File: src/sv/afba_pkg.sv
// ----------------------------------------------------------------------------
// afba_pkg: shared types and constants for the block allocator
// Status codes, field widths and the cell-to-cell handoff record.
// ----------------------------------------------------------------------------
`default_nettype none
package afba_pkg;
	localparam int unsigned MaxBlocksDef = 16;
	localparam logic [31:0] MinBlockReset = 32'd1048576;
	localparam int unsigned SizeW = 32;
	localparam int unsigned AlignW = 17;
	localparam int unsigned IdxW = 4;
	localparam int unsigned StatW = 2;

	typedef enum logic [StatW-1:0] {
		ST_PLACED = 2'd0,
		ST_NEW    = 2'd1,
		ST_FULL   = 2'd2
	} status_t;

	// request travelling down the chain of cells
	typedef struct packed {
		logic              vld;
		logic              done;
		logic [SizeW-1:0]  size;
		logic [AlignW-1:0] align;
		logic [SizeW-1:0]  off;
	} tok_t;
endpackage
`default_nettype wire

File: src/sv/afba_cell.sv
// ----------------------------------------------------------------------------
// afba_cell: one table entry of the allocator chain
// Holds capacity and fill of one block. An unplaced token at a used block sits
// for a rounding pass (one remainder bit per cycle); all go to the next cell.
// ----------------------------------------------------------------------------
`default_nettype none
module afba_cell (
	input  wire logic           clk,
	input  wire logic           arst_n,
	input  wire afba_pkg::tok_t tok_in,
	input  wire logic           in_used,
	input  wire logic           alloc_new,
	input  wire logic [31:0]    new_cap,
	input  wire logic [31:0]    new_fill,
	output afba_pkg::tok_t      tok_out,
	output logic                busy
);
	import afba_pkg::*;

	typedef enum logic [2:0] {
		C_IDLE = 3'b001,
		C_DIV  = 3'b010,
		C_PASS = 3'b100
	} cst_t;

	cst_t           st_q;
	tok_t           tok_q;
	logic [31:0]    cap_q, fill_q;
	logic [32:0]    rem_q;
	logic [5:0]     bit_q;
	logic           used_q;
	logic [33:0]    rem_sh;
	logic [33:0]    off_w;
	logic [31:0]    ali;
	logic           fits;

	assign ali = (tok_q.align == '0) ? 32'd1 : {15'd0, tok_q.align};
	assign rem_sh = {rem_q, fill_q[5'(bit_q)]};
	// aligned offset once the remainder is known
	assign off_w = (rem_q == '0) ? {2'd0, fill_q} :
		{2'd0, fill_q} + {2'd0, ali} - {1'b0, rem_q};
	assign fits = used_q && (cap_q >= tok_q.size) && (off_w <= {2'd0, cap_q}) &&
		({2'd0, cap_q} - off_w >= {2'd0, tok_q.size});

	always_ff @(posedge clk or negedge arst_n) begin
		if (!arst_n) begin
			st_q <= C_IDLE;
			tok_q <= '0;
			rem_q <= '0;
			bit_q <= '0;
			used_q <= 1'b0;
		end else begin
			if (alloc_new) used_q <= 1'b1;
			case (st_q)
				C_IDLE: begin
					tok_q.vld <= 1'b0;
					if (tok_in.vld) begin
						tok_q.done <= tok_in.done;
						tok_q.size <= tok_in.size;
						tok_q.align <= tok_in.align;
						tok_q.off <= tok_in.off;
						rem_q <= '0;
						bit_q <= 6'd31;
						st_q <= (tok_in.done || !in_used) ? C_PASS : C_DIV;
					end
				end
				C_DIV: begin
					// restoring remainder step, MSB first
					rem_q <= (rem_sh >= {2'd0, ali}) ? 33'(rem_sh - {2'd0, ali}) :
						rem_sh[32:0];
					if (bit_q == 6'd0) st_q <= C_PASS;
					else bit_q <= bit_q - 6'd1;
				end
				C_PASS: begin
					st_q <= C_IDLE;
					tok_q.vld <= 1'b1;
					if (!tok_q.done && fits) begin
						tok_q.done <= 1'b1;
						tok_q.off <= off_w[31:0];
					end
				end
				default: st_q <= C_IDLE;
			endcase
		end
	end

	// block contents: new block written in place, fill bumped on a placement
	always_ff @(posedge clk) begin
		if (alloc_new) begin
			cap_q <= new_cap;
			fill_q <= new_fill;
		end else if (st_q == C_PASS && !tok_q.done && fits) begin
			fill_q <= 32'(off_w + {2'd0, tok_q.size});
		end
	end

	assign tok_out = tok_q;
	assign busy = (st_q != C_IDLE) || tok_q.vld;
endmodule
`default_nettype wire

File: config.mk
export PLATFORM = sky130hd
export DESIGN_NAME = afba_cell
export DESIGN_NICKNAME = d
export VERILOG_FILES = /design/src/sv/afba_pkg.sv /design/src/sv/afba_cell.sv
export SDC_FILE = /design/constraint.sdc
export NUM_CORES = 1
export LEC_CHECK = 0
export BUFFER_PORTS_ARGS = -buffer_cell sky130_fd_sc_hd__buf_2
export CAP_MARGIN = 10
export CORE_ASPECT_RATIO = 0.8
export CORE_MARGIN = 2
export CORE_UTILIZATION = 30
export CTS_BUF_LIST = sky130_fd_sc_hd__clkbuf_8
export CTS_CLUSTER_DIAMETER = 80
export DETAILED_ROUTE_END_ITERATION = 10
export PLACE_DENSITY = 0.58
export SYNTH_ARGS = -nofsm -noshare
export SYNTH_HDL_FRONTEND = slang
export SYNTH_SLANG_ARGS = --single-unit
File: constraint.sdc
create_clock -name clk -period 7.9 [get_ports clk]
set_input_delay 0.79 -clock clk [delete_from_list [all_inputs] [get_ports clk]]
set_output_delay 0.79 -clock clk [all_outputs]
set_load 0.1 [all_outputs]
======== Word level (Yosys, flattened, before mapping) ========
Index checks and enable logic that the tools add are counted.
storage, ports and cells
  flip-flop bits (word level) ............. 190
  input port bits ......................... 151
  word-level logic and storage cells ...... 72
operators by class
  add/sub/neg operators ................... 6
  order comparisons ....................... 5
  equal/unequal tests ..................... 8
  muxes and demuxes ....................... 21
  reductions and logical operators ........ 21
operators by type and width
  kind                count
  $mux 32             3
  $mux 82             1
  $mux 33             2
  $pmux 33 s2         1
  $pmux 32 s2         1
  $ge 34x17->1        1
  $ge 34x32->1        1
  $le 34x32->1        1
  $mux 34             1
  $sub 32x34->34      1
  $sub 33x33->34      1
  $add 32x17->33      1
  $logic_not 33->1    1
  $sub 33x17->33      1
  $add 32x32->32      1
  $ge 32x32->1        1
  $logic_not 17->1    1
  $mux 17             1
  $mux 6              2
  $pmux 6 s2          1
  $mux 3              3
  $ne 2x2->1 const B  4
  $logic_and 1x1->1   6
  $logic_not 6->1     1
  other kinds (15)    23

======== Depth between registers and ports, before layout ========
  depth in word-level cells ............... 11
  mapped depth ............................ 43
  gate-level depth less buffers ........... 41

======== Worst setup path after synthesis ========
Ideal clock, no wire load.
  path kind ............................... reg2reg
  start point ............................. register tok_q (netlist bit tok_out[33])
  end point ............................... register fill_q[0] (enable)
  setup time .............................. 375 ps
  arrival time ............................ 8604 ps
  required time ........................... 7525 ps
  setup slack ............................. -1079 ps
  stages on the path, launching flop included .. 40
  period minus slack after synthesis ...... 8979 ps
  cell sequence ........................... dfrtp_1 > or4_1 > nor2_1 > a31o_2 > inv_1 > ha_1 > inv_1 > ha_1 > fa_1 > a21o_1 > a221o_1 > a211o_1 > a221oi_4 > o21bai_1 > a21oi_1 > xnor2_1 > mux2i_1 > ha_1 > [... 4 more ...] > o31ai_1 > a21oi_1 > or4b_1 > nand3_1 > o211ai_1 > a31oi_1 > inv_1 > a21oi_1 > xnor2_1 > ha_1 > nand4_1 > nor4_1 > nand3_1 > nand3_1 > a31oi_1 > a311oi_2 > clkbuf_1 > or2_2
on the way
  longest elaborated chain between the ends .. 10
  elaborated cells on any way between the ends .. 12
RTL lines
  element                                                   line                              RTL
  from (decl)                                               afba_cell.sv:27                   tok_t tok_q;
  $logic_not 17->1                                          afba_cell.sv:37                   assign ali = (tok_q.align == '0) ? 32'd1 : {15'd0, tok_q.align};
  $mux 17 *                                                 afba_cell.sv:37
  $add 32x17->33 *                                          afba_cell.sv:41                   {2'd0, fill_q} + {2'd0, ali} - {1'b0, rem_q};
  $sub 33x33->34 *                                          afba_cell.sv:41
  $mux 34 *                                                 afba_cell.sv:40                   assign off_w = (rem_q == '0) ? {2'd0, fill_q} :
  $sub 32x34->34 / $le 34x32->1 (equally long branches)     afba_cell.sv:43, afba_cell.sv:42
  $ge 34x32->1 / $logic_and 1x1->1 (equally long branches)  afba_cell.sv:43, afba_cell.sv:42
  $logic_and 1x1->1 *                                       afba_cell.sv:42                   assign fits = used_q && (cap_q >= tok_q.size) && (off_w <= {2'd0, cap_q}) &&
  $logic_and 1x1->1 *                                       afba_cell.sv:92                   end else if (st_q == C_PASS && !tok_q.done && fits) begin
  $reduce_bool 2->1 (no source line) *                      n/a
  to (signal assigned)                                      afba_cell.sv:91                   fill_q <= new_fill;
  to (signal assigned)                                      afba_cell.sv:93                   fill_q <= 32'(off_w + {2'd0, tok_q.size});
  to (decl)                                                 afba_cell.sv:28                   logic [31:0] cap_q, fill_q;
Mark *: on every way between the ends. The rest lies on a longest branch, timed or not.
A chain may end at the register's enable or synchronous reset.

======== Final worst setup path ========
  start point ............................. register tok_q (netlist bit tok_out[32])
  end point ............................... register tok_q (netlist bit tok_out[2])
on the way
  longest elaborated chain between the ends .. 11
  elaborated cells on any way between the ends .. 15
RTL lines
  element                                                   line                              RTL
  $logic_not 17->1                                          afba_cell.sv:37
  $mux 17 *                                                 afba_cell.sv:37
  $add 32x17->33 *                                          afba_cell.sv:41
  $sub 33x33->34 *                                          afba_cell.sv:41
  $mux 34 *                                                 afba_cell.sv:40
  $sub 32x34->34 / $le 34x32->1 (equally long branches)     afba_cell.sv:43, afba_cell.sv:42
  $ge 34x32->1 / $logic_and 1x1->1 (equally long branches)  afba_cell.sv:43, afba_cell.sv:42
  $logic_and 1x1->1                                         afba_cell.sv:42
  $logic_and 1x1->1                                         afba_cell.sv:77                   if (!tok_q.done && fits) begin
  $ne 2x2->1 (no source line)                               n/a
  $reduce_and 3->1 (no source line)                         n/a
Mark *: on every way between the ends. The rest lies on a longest branch, timed or not. The select of a mux whose other input is x is not followed.

==> metrics.md <==
| Metric | Value |
|---|---|
| Antenna viol nets, final | 0 |
| Gr ovfl total | 0 |
| CTS tree | built |
| DIE AREA | 55700 um2 |
| Largest area contributor in the netlist | dfrtp_1 |
| Global-route wire length before repair | 85200 um |
| Crit path DAT | 8.92 ns |
| Non-filler instance count after layout | 2949 |
| Fin. max-slew vios | 0 |
| Seq/Total Area, Yosys | 0.314 |
| CORE AREA | 53500 um2 |
| Vias | 15.2k |
| Die width | 263 um |
| Placer Congestion | 0.918 |
| Fillers | 5443 |
| Iteration-0 DRC Markers | 1360 |
| Count leader, synth | nand2_1 |
| Top post-synthesis cells by count | 203 x nand2_1, 184 x ha_1, 179 x o21ai_0 |
| Post-DP HPWL | 45300 um |
| Nets@finish | 2589 |
| # DRC | 0 |
| Rows | 76 |
| WP data required | 8.42 ns |
| Clock buffer depth | 2 |
| CP max FO | 6 |
| Total CTS buffers | 17 |
| Slew margin rel. | 0.197 |
| Worst Setup Start Kind | register |
| Post-synth top area share | 0.194 |
| # IOs | 235 |
| Final Hold Violating Endpoints | 0 |
| Layout overhead on the synthesized area | 25.1% |
| Number of global-route vias before repair | 14.8k |
| EDFF count, synth | 64 |
| Final wirelength | 56000 um |
| Worst setup path class | register to register |
| Global Route Usage Sum | 0.200 |
| Mapped cell area | 16100 um2 |
| Clk root buf | clkbuf_8 |
| Seq cells post-synth | 190 |
| Pre-CTS WS | -0.766 ns |
| WHS | 0.158 ns |
| RSZ-0062 raised after global routing | yes |
| Clock Pin Slew Worst Setup and Hold Paths | 0.10 ns |
| Synth warn | 0 |
| Synthesized area per cell | 8.76 um2 |
| TritonCTS Sinks | 190 |
| Initial Util | 0.302 |
| Worst Path Buf+Inv | 5 |
| Port bufs | 234 |
| Later-pin clock latency in the skew report | 0.58 ns |
| Worst Setup End Kind | register |
| Ys flop type | dfrtp_1 |
| Post-synthesis cell type count | 82 |
| Post-CTS Hold Fix Bufs | 0 |
| Failing checks | negative setup slack |
| Period minus WS final | 8.40 ns |
| Mapped Cells | 1844 |
| Async SR Flop Fraction | 0.663 |
| Syn_nets | 2199 |
| Drt first pass iters | 5 |
| CP top delay family | compound AO/OA/AOI/OAI gates |
| Synth area leaders | dfrtp_1 19%, ha_1 14%, edfxtp_1 12%, o21ai_0 5.5%, nand2_1 4.7% |
| Worst Skew | 0.0176 ns |
| Cells after DPL | 2897 |
| ANT cells | 0 |
| Setup violators final | 65 |
| Least-Margin Pin Slew | 1.20 ns |
| Slowest-stage cell, CP | or4_4 |
| Crit path setup slack, layout | -0.501 ns |
| Vias/cell | 5.17 |
| CTS H-Tree Depth | 4 |
| Average routed wire per standard cell | 19.0 um |
| Status | finished with violations |
| Initial antenna violation count | 0 |
| Max incr delay on CP | 0.53 ns |
| Chip height | 212 um |
| Hold Path Class | input port to asynchronous set/reset pin |
| Max frequency | 119 MHz |
| Final period util | 1.06 |
| Max-Cap Viols | 0 |
| Largest net degree at the start of global routing | 76 |
| Share of cells above drive strength 1 | 0.250 |
[per-stage QoR]
stage	setup TNS [ns]	cell area, um2	util
2_1_floorplan	-22.58	16200	-
3_3_place_gp	-40.12	19400	0.363
3_5_place_dp	-41.89	19400	0.363
4_1_cts	-35.59	20000	0.374
5_1_grt	-60.76	20200	0.377
6_report	-28.78	20200	0.377
[flip-flops by register name (all words and copies together) (netlist names)]
register	flops
tok_out	83
rem_q	33
cap_q	32
fill_q	32
bit_q	6
st_q	3
used_q	1
[routing by layer]
| layer | part of all wire | track usage |
|---|---|---|
| met2 | 0.43 | 0.303 |
| met5 | 0 | 0 |
| met3 | 0.056 | 0.0345 |
| met4 | 0.026 | 0.0688 |
| met1 | 0.49 | 0.287 |
[worst reg2reg max path: cells and delay by family, from the launching register on]
family	cells	cell delay, ns
fa+ha+maj	5	1.34
xor+xnor	2	0.19
flops	1	0.42
simple gates	9	2.07
mux	1	0.25
compound gates	20	3.61
buf+inv	5	0.49
[path summary, 6_finish.rpt]
path                                   from  slack, ns          end  depth (start not counted)
worst min-delay path                 arst_n       0.16  tok_out[43]                          1
max in group asynchronous            arst_n       6.25  tok_out[78]                          2
min in group clk                new_cap[16]       0.37    cap_q[16]                          1
worst max register to register  tok_out[32]      -0.50   tok_out[2]                         42
worst max-delay path            tok_out[32]      -0.50   tok_out[2]                         42
worst min register to register       used_q       0.49       used_q                          1
[cell usage in the layout, fill, tap and decap left out, types with 16 or more instances in the layout]
master | Yosys | routed
a21o_1 | 54 | 54
a21oi_1 | 144 | 133
buf_2 | 5 | 232
buf_4 | 1 | 190
clkbuf_8 | 0 | 17
dfrtp_1 | 125 | 117
edfxtp_1 | 64 | 64
fa_1 | 20 | 19
ha_1 | 184 | 180
inv_1 | 178 | 177
nand2_1 | 203 | 203
nand2b_1 | 26 | 25
nand3_1 | 35 | 33
nand4_1 | 26 | 26
nor2_1 | 90 | 89
nor2b_1 | 20 | 20
nor3_1 | 33 | 32
o21a_1 | 16 | 16
o21ai_0 | 179 | 172
o221a_1 | 18 | 18
xnor2_1 | 75 | 75
xor2_1 | 38 | 38
[timing repair]
item / in CTS / in global routing
gates resized for setup: 22 / 28
hold endpoints to repair: 0 / 0
pin swaps: 38 / 33
setup buffers: 14 / 7
cloned: 0 / 1
setup endpoints to repair: 66 / 70
[logic make-up (layout without fill, tap and decap cells)]
family	Yosys count	in the layout	share of synthesized area
flip-flops	190	190	0.314
adder cells (fa/ha/maj)	213	213	0.173
AO/OA/AOI/OAI	539	539	0.211
buffers and inverters	242	645	0.0578
XOR/XNOR	113	113	0.0613
multiplexers	37	37	0.0320
AND/OR/NAND/NOR	510	510	0.150
[layout make-up]
type	instances	area [um2]	area share
timing repair buffer	435	2800	0.139
clock inverter	15	145	0.00719
multi-input combinational	1412	10400	0.514
sequential	190	5090	0.252
inverter	178	668	0.0331
clock buffer	17	234	0.0116
tap	702	878	0.0435
Power is not shown: default switching activity piles up to over one toggle a cycle in this logic, so the estimate is an artifact.
